==> config.mk <==
export PLATFORM = sky130hd
export DESIGN_NAME = integer_to_ascii_dec_hex
export DESIGN_NICKNAME = d
export VERILOG_FILES = /design/src/design/iti_pkg.sv /design/src/design/iti_cell.sv /design/src/design/iti_chain.sv /design/src/design/integer_to_ascii_dec_hex.sv
export SDC_FILE = /design/constraint.sdc
export NUM_CORES = 1
export LEC_CHECK = 0
export BUFFER_PORTS_ARGS = -buffer_cell sky130_fd_sc_hd__buf_4
export CELL_PAD_IN_SITES_DETAIL_PLACEMENT = 1
export CELL_PAD_IN_SITES_GLOBAL_PLACEMENT = 2
export CORE_MARGIN = 8
export CORE_UTILIZATION = 39
export DETAILED_ROUTE_END_ITERATION = 8
export PLACE_DENSITY = 0.91
export SKIP_CTS_REPAIR_TIMING = 1
export SYNTH_ARGS = -nofsm -noshare
export SYNTH_HDL_FRONTEND = slang
export SYNTH_SLANG_ARGS = --single-unit
==> constraint.sdc <==
create_clock -name clk -period 4.6 [get_ports clk]
set_input_delay 0.92 -clock clk [delete_from_list [all_inputs] [get_ports clk]]
set_output_delay 0.92 -clock clk [all_outputs]
set_load 0.02 [all_outputs]
==> src/design/iti_pkg.sv <==
// Shared constants, types and the digit-to-character function.
// No dependencies.
`default_nettype none

package iti_pkg;

	localparam int IN_WIDTH    = 64;
	localparam int VALUE_WIDTH = 64;
	localparam int DEC_BITS    = 32;
	localparam int HEX_CELLS   = (VALUE_WIDTH + 3) / 4;
	localparam int NCELL       = (HEX_CELLS > 10) ? HEX_CELLS : 10;
	localparam int VEC_W       = NCELL * 4;
	localparam int REM_W       = $clog2(NCELL + 1);
	localparam int CNT_W       = $clog2(DEC_BITS);

	typedef enum logic [1:0] {
		MODE_DEC    = 2'd0,
		MODE_HEX_LO = 2'd1,
		MODE_HEX_UP = 2'd2,
		MODE_PTR    = 2'd3
	} mode_t;

	typedef enum logic [1:0] {
		CELL_HOLD   = 2'd0,
		CELL_LOAD   = 2'd1,
		CELL_DABBLE = 2'd2,
		CELL_SHIFT  = 2'd3
	} cell_op_t;

	typedef struct packed {
		cell_op_t op;
		logic     ser_bit;
	} cell_ctrl_t;

	localparam logic [7:0] CHAR_ZERO  = 8'h30;
	localparam logic [7:0] CHAR_X     = 8'h78;
	localparam logic [7:0] CHAR_A_LO  = 8'h61;
	localparam logic [7:0] CHAR_A_UP  = 8'h41;

	// One digit (0..15) to its ASCII character
	function automatic logic [7:0] digit_char(input logic [3:0] d, input logic upper);
		logic [7:0] base;
		base = upper ? CHAR_A_UP : CHAR_A_LO;
		if (d < 4'd10) begin
			digit_char = CHAR_ZERO + {4'd0, d};
		end else begin
			digit_char = base + {4'd0, d - 4'd10};
		end
	endfunction

endpackage

`default_nettype wire

==> src/design/iti_cell.sv <==
// One digit cell: holds a 4-bit digit, loads a digit, does a double-dabble step or a digit shift.
// Depends on iti_pkg.
`default_nettype none

module iti_cell (
	input  wire              clk,
	input  iti_pkg::cell_op_t op,
	input  wire              bit_in,
	input  wire  [3:0]       dig_in,
	input  wire  [3:0]       load_dig,
	output logic [3:0]       digit,
	output logic             bit_out
);
	import iti_pkg::*;

	logic [3:0] dig_q;
	logic [3:0] adj;

	// add 3 when the digit is 5 or more, before the shift
	always_comb begin
		adj     = (dig_q >= 4'd5) ? dig_q + 4'd3 : dig_q;
		bit_out = adj[3];
		digit   = dig_q;
	end

	always_ff @(posedge clk) begin
		unique case (op)
			CELL_HOLD:   dig_q <= dig_q;
			CELL_LOAD:   dig_q <= load_dig;
			CELL_DABBLE: dig_q <= {adj[2:0], bit_in};
			CELL_SHIFT:  dig_q <= dig_in;
			default:     dig_q <= dig_q;
		endcase
	end

endmodule

`default_nettype wire

==> src/design/iti_chain.sv <==
// Row of digit cells; cell 0 takes the serial bit, the top cell feeds the output.
// Depends on iti_pkg and iti_cell.
`default_nettype none

module iti_chain (
	input  wire                     clk,
	input  iti_pkg::cell_ctrl_t     ctrl,
	input  wire  [iti_pkg::VEC_W-1:0] load_vec,
	output logic [3:0]              top_dig
);
	import iti_pkg::*;

	logic [3:0] dig   [NCELL];
	logic       carry [NCELL-1];

	for (genvar i = 0; i < NCELL; i++) begin : g_cell
		logic       b_in;
		logic [3:0] d_in;
		if (i == 0) begin : g_first
			assign b_in = ctrl.ser_bit;
			assign d_in = 4'd0;
		end else begin : g_rest
			assign b_in = carry[i-1];
			assign d_in = dig[i-1];
		end
		if (i < NCELL - 1) begin : g_mid
			iti_cell u_cell (
				.clk     (clk),
				.op      (ctrl.op),
				.bit_in  (b_in),
				.dig_in  (d_in),
				.load_dig(load_vec[4*i +: 4]),
				.digit   (dig[i]),
				.bit_out (carry[i])
			);
		end else begin : g_top
			iti_cell u_cell (
				.clk     (clk),
				.op      (ctrl.op),
				.bit_in  (b_in),
				.dig_in  (d_in),
				.load_dig(load_vec[4*i +: 4]),
				.digit   (dig[i]),
				.bit_out ()
			);
		end
	end

	assign top_dig = dig[NCELL-1];

endmodule

`default_nettype wire

==> src/design/integer_to_ascii_dec_hex.sv <==
// Integer to ASCII text converter, decimal or hex, one character per word.
// Depends on iti_pkg, iti_chain (iti_cell).
//
//  channel | ports                    | handshake
//  --------+--------------------------+---------------------------------
//  input   | value, mode              | taken when start && !busy
//  output  | char_out, last           | one cycle per word, on strobe
//
// Decimal: 1 load + 32 double-dabble steps through the cell row, then up to
// 15 leading zeros dropped (one shift each), 1 turn step, then one character
// per cycle; skips and characters always add to 16.
// Hex: 1 load, up to 15 skips, 1 turn, then one character per cycle; pointer
// mode first gives the two prefix characters 0x.
// Reset (arst_n low) returns to idle and drops strobe; the row needs no clear.
// The receiver cannot stall: each word stands on the outputs for one cycle.
`default_nettype none

module integer_to_ascii_dec_hex (
	input  wire                          clk,
	input  wire                          arst_n,
	input  wire                          start,
	output logic                         busy,
	input  wire  [iti_pkg::IN_WIDTH-1:0] value,
	input  wire  [1:0]                   mode,
	output logic                         strobe,
	output logic [7:0]                   char_out,
	output logic                         last
);
	import iti_pkg::*;

	typedef enum logic [5:0] {
		ST_IDLE = 6'b000001,
		ST_CONV = 6'b000010,
		ST_PFX0 = 6'b000100,
		ST_PFXX = 6'b001000,
		ST_SKIP = 6'b010000,
		ST_EMIT = 6'b100000
	} state_t;

	state_t            state_q;
	mode_t             mode_q;
	logic [DEC_BITS-1:0] work_q;
	logic [CNT_W-1:0]  cnt_q;
	logic [REM_W-1:0]  remain_q;
	logic              strobe_q;
	logic [7:0]        char_q;
	logic              last_q;

	cell_ctrl_t        ctrl;
	logic [VEC_W-1:0]  load_vec;
	logic [3:0]        top_dig;
	mode_t             mode_in;

	assign mode_in = mode_t'(mode);

	// parallel load word for the cell row
	always_comb begin
		unique case (mode_in)
			MODE_DEC:    load_vec = '0;
			MODE_PTR:    load_vec = VEC_W'(value[VALUE_WIDTH-1:0]);
			MODE_HEX_LO,
			MODE_HEX_UP: load_vec = VEC_W'(value[DEC_BITS-1:0]);
			default:     load_vec = '0;
		endcase
	end

	// cell row control
	always_comb begin
		ctrl.op      = CELL_HOLD;
		ctrl.ser_bit = work_q[DEC_BITS-1];
		unique case (state_q)
			ST_IDLE: if (start) ctrl.op = CELL_LOAD;
			ST_CONV: ctrl.op = CELL_DABBLE;
			ST_SKIP: if (top_dig == 4'd0 && remain_q > REM_W'(1)) ctrl.op = CELL_SHIFT;
			ST_EMIT: ctrl.op = CELL_SHIFT;
			default: ctrl.op = CELL_HOLD;
		endcase
	end

	iti_chain u_chain (
		.clk     (clk),
		.ctrl    (ctrl),
		.load_vec(load_vec),
		.top_dig (top_dig)
	);

	// sequencer
	always_ff @(posedge clk or negedge arst_n) begin
		if (!arst_n) begin
			state_q  <= ST_IDLE;
			strobe_q <= 1'b0;
			remain_q <= '0;
			cnt_q    <= '0;
		end else begin
			strobe_q <= 1'b0;
			unique case (state_q)
				ST_IDLE: begin
					if (start) begin
						remain_q <= REM_W'(NCELL);
						cnt_q    <= '0;
						priority if (mode_in == MODE_DEC) state_q <= ST_CONV;
						else if (mode_in == MODE_PTR) state_q <= ST_PFX0;
						else state_q <= ST_SKIP;
					end
				end
				ST_CONV: begin
					cnt_q <= cnt_q + CNT_W'(1);
					if (cnt_q == CNT_W'(DEC_BITS - 1)) state_q <= ST_SKIP;
				end
				ST_PFX0: begin
					strobe_q <= 1'b1;
					state_q  <= ST_PFXX;
				end
				ST_PFXX: begin
					strobe_q <= 1'b1;
					state_q  <= ST_SKIP;
				end
				ST_SKIP: begin
					if (top_dig == 4'd0 && remain_q > REM_W'(1)) begin
						remain_q <= remain_q - REM_W'(1);
					end else begin
						state_q <= ST_EMIT;
					end
				end
				ST_EMIT: begin
					strobe_q <= 1'b1;
					remain_q <= remain_q - REM_W'(1);
					if (remain_q == REM_W'(1)) state_q <= ST_IDLE;
				end
				default: state_q <= ST_IDLE;
			endcase
		end
	end

	// payload registers
	always_ff @(posedge clk) begin
		if (state_q == ST_IDLE && start) begin
			mode_q <= mode_in;
			work_q <= value[DEC_BITS-1:0];
		end else if (state_q == ST_CONV) begin
			work_q <= {work_q[DEC_BITS-2:0], 1'b0};
		end
		unique case (state_q)
			ST_PFX0: begin
				char_q <= CHAR_ZERO;
				last_q <= 1'b0;
			end
			ST_PFXX: begin
				char_q <= CHAR_X;
				last_q <= 1'b0;
			end
			ST_EMIT: begin
				char_q <= digit_char(top_dig, mode_q == MODE_HEX_UP);
				last_q <= (remain_q == REM_W'(1));
			end
			default: begin
				char_q <= char_q;
				last_q <= last_q;
			end
		endcase
	end

	assign busy     = (state_q != ST_IDLE);
	assign strobe   = strobe_q;
	assign char_out = char_q;
	assign last     = last_q;

endmodule

`default_nettype wire

==> results.sh <==
export IMPL_vdd_drop_max_mv=0.304
export IMPL_drc=0
export IMPL_crit_slowest_cell="edfxtp_1"
export IMPL_routed_wl_um=23100
export IMPL_dr_pass1_iters=5
export IMPL_ys_top_cells_by_count="nand2_1, edfxtp_1, inv_1, ha_1"
export IMPL_finClkSkew_ns=0.0113
export IMPL_synth_cell_type_count=60
export IMPL_port_buffers=78
export IMPL_cts_buffers=17
export IMPL_ant_nets=0
export IMPL_start_kind="flip-flop"
export IMPL_clock_latency_ns=0.43
export IMPL_synth_cells=757
export IMPL_synth_edf_count=106
export IMPL_cp_required_ns=4.66
export IMPL_synth_top_area_share_pct=40.2
export IMPL_grt_overflow_total=0
export IMPL_path_class="flip-flop to flip-flop"
export IMPL_tightestPinTransition_ns=1.24
export IMPL_finalHoldViolCount=0
export IMPL_antenna_found_initial=0
export IMPL_yosys_area_share_simple_pct=14.1
export IMPL_drv_slew=0
export IMPL_die_y_um=158
export IMPL_cap_violations=0
export IMPL_ys_ff_latch=123
export IMPL_cpMostUsedCell="buf_4"
export IMPL_synthesis_nets=868
export IMPL_cp_max_fo=40
export IMPL_period_needed_ns=3.30
export IMPL_start_util_pct=39.4
export IMPL_h_tree_depth=4
export IMPL_synth_fa_ha_area_share_pct=6.64
export IMPL_post_route_period_util_pct=71.7
export IMPL_fill_cells=2201
export IMPL_leakage_uw=0.00373
export IMPL_drt_vias_per_instance=5.92
export IMPL_grt_first_pass_wirelength_um=36900
export IMPL_cts_sinks=123
export IMPL_yosysMostFrequentCell="nand2_1"
export IMPL_setup_tns_ns=0
export IMPL_ios=80
export IMPL_synthTopCellsByArea="edfxtp_1, ha_1, nand2_1"
export IMPL_post_route_util_pct=46.3
export IMPL_cts_tree="done"
export IMPL_worstSetupEndpointType="flip-flop"
export IMPL_synth_compound_area_share_pct=23.8
export IMPL_syn_cell_area_um2=7910
export IMPL_drt_iter0_drc=502
export IMPL_synth_top_family_by_area="compound AO/OA/AOI/OAI gates"
export IMPL_layout_drive_gt1_share_pct=17.4
export IMPL_slew_headroom_pct=17.3
export IMPL_grt_max_degree=71
export IMPL_syn_to_final_growth_pct=17.7
export IMPL_vias=6498
export IMPL_rows=52
export IMPL_grt_pass1_vias=6922
export IMPL_diodes=0
export IMPL_hpwl_um=15300
export IMPL_die_area_um2=25100
export IMPL_yosysSeqAreaShare_pct=45.6
export IMPL_rsz0062_at_grt="no"
export IMPL_ys_warn_count=0
export IMPL_cpPeakStageDelay_ns=0.48
export IMPL_synthMuxAreaShare_pct=0.901
export IMPL_cts_buffer_depth=2
export IMPL_setup_violations=0
export IMPL_worstHoldPathType="input pin to async pin"
export IMPL_coreArea_um2=20100
export IMPL_power_density_nw_per_um2=668
export IMPL_synth_xor_area_share_pct=2.43
export IMPL_die_w_um=158
export IMPL_place_congestion=0.783
export IMPL_critical_path_arrival_ns=3.36
export IMPL_synth_area_per_cell_um2=10.5
export IMPL_async_flop_share_pct=13.8
export IMPL_status="finished, final reports clean"
export IMPL_yosysTopAreaCell="edfxtp_1"
export IMPL_grt_usage_pct=18.8
export IMPL_path_cells="inv_1 -> ha_1 -> nor3b_1 -> o311a_1 -> a31oi_4 -> buf_4 -> nand2_2 -> buf_4"
export IMPL_clk_pin_slew_worst_paths_ns=0.06
export IMPL_nets=925
export IMPL_cts_root_buffer="clkbuf_16"
export IMPL_synthFlopType="edfxtp_1"
export IMPL_fmax_mhz=303
export IMPL_routedWlPerCell_um=21.0
## sequential cells by signal, summed over array words and instances, names as in the netlist, 2 cells and up
name                               count
char_out                               7
cnt_q                                  5
mode_q                                 2
remain_q                               5
state_q                                6
u_chain.g_cell.g_mid.u_cell.digit     60
u_chain.g_cell.g_top.u_cell.digit      4
work_q                                32
## kinds of logic after synthesis
kind of cell | Yosys count
AO/OA/AOI/OAI | 235
AND/OR/NAND/NOR | 215
flip-flops | 123
buffers and inverters | 112
adder cells (fa/ha/maj) | 42
XOR/XNOR | 22
multiplexers | 7
other | 1
## where the power goes
group / internal (uW) / leakage, uW / switching (uW)
Sequential: 1870 / 0.00123 / 444
Clock: 916 / 0.000298 / 561
Combinational: 909 / 0.00220 / 1520
## layer usage
metal  track usage, %  share of wire (%)  vias up
met5                0                  0        -
met4             5.07               0.85        0
met3             3.85                4.6       15
met2             32.9                 49      166
met1             23.0                 45     3279
li1                 -                  -     3038
## area by class of cell
class / count / area, um2 / share of cell area, %
multi-input cells: 522 / 3830 / 41.1
flip-flops and latches: 123 / 3610 / 38.8
repair buffers: 91 / 683 / 7.33
clock buffers: 17 / 425 / 4.57
well taps: 270 / 338 / 3.63
inverters: 59 / 221 / 2.38
clock inverters: 15 / 211 / 2.27
## worst paths after layout
kind	slack (ns)	to	depth (start not counted)	startpoint
setup reg to reg	1.30	u_chain.g_cell[13].g_mid.u_cell.digit[2]$_DFFE_PP_	8	u_chain.g_cell[15].g_top.u_cell.digit[1]$_DFFE_PP_
setup / recovery	1.30	u_chain.g_cell[13].g_mid.u_cell.digit[2]$_DFFE_PP_	8	u_chain.g_cell[15].g_top.u_cell.digit[1]$_DFFE_PP_
hold / removal	0.37	state_q[4]$_DFFE_PN0P_	1	arst_n
max in group asynchronous	3.97	state_q[0]$_DFFE_PN1P_	1	arst_n
hold reg to reg	0.50	cnt_q[2]$_DFFE_PN0P_	1	cnt_q[2]$_DFFE_PN0P_
min in group clk	0.50	cnt_q[2]$_DFFE_PN0P_	1	cnt_q[2]$_DFFE_PN0P_
## placed cells by master (no fill, tap or decap), types with 4 or more instances in the layout
cell          n
o2111a_1     15
inv_6         5
nand2b_1     17
nor3b_1      19
ha_1         42
inv_1        58
a21o_1       15
clkbuf_16    17
xor2_1        4
mux2i_1       6
nand2_1     105
a211oi_1     32
xnor2_1      18
clkinvlp_4    4
nor2_1        7
nor3_1       18
nor2b_1       4
a221o_1      32
nand3_1       6
buf_4        91
o2111ai_1    29
o221ai_1     30
bufinv_16     4
o21ai_0      23
dfrtp_1      16
a21oi_1      34
and3_1       18
o22ai_1       4
edfxtp_1    106
## worst max-delay path: cells and delay by family (launching register included)
family	cells	cell delay (ns)
compound gates	2	0.66
simple gates	2	0.56
fa+ha+maj	1	0.17
flops	1	0.48
buf+inv	3	1.01
## metrics by stage
step	instance area (um2)	setup slack, ns	total power (uW)	hold slack, ns	instances
3_3_place_gp	8680	1.51	4620	0.489	1065
4_1_cts	9320	1.35	6250	0.359	1097
6_report	9320	1.30	6230	0.366	1097
3_5_place_dp	8680	1.39	4740	0.499	1065
5_1_grt	9320	1.16	6610	0.374	1097
2_1_floorplan	7910	1.04	4000	0.465	757
No activity file was read; power rests on OpenSTA's default activity.
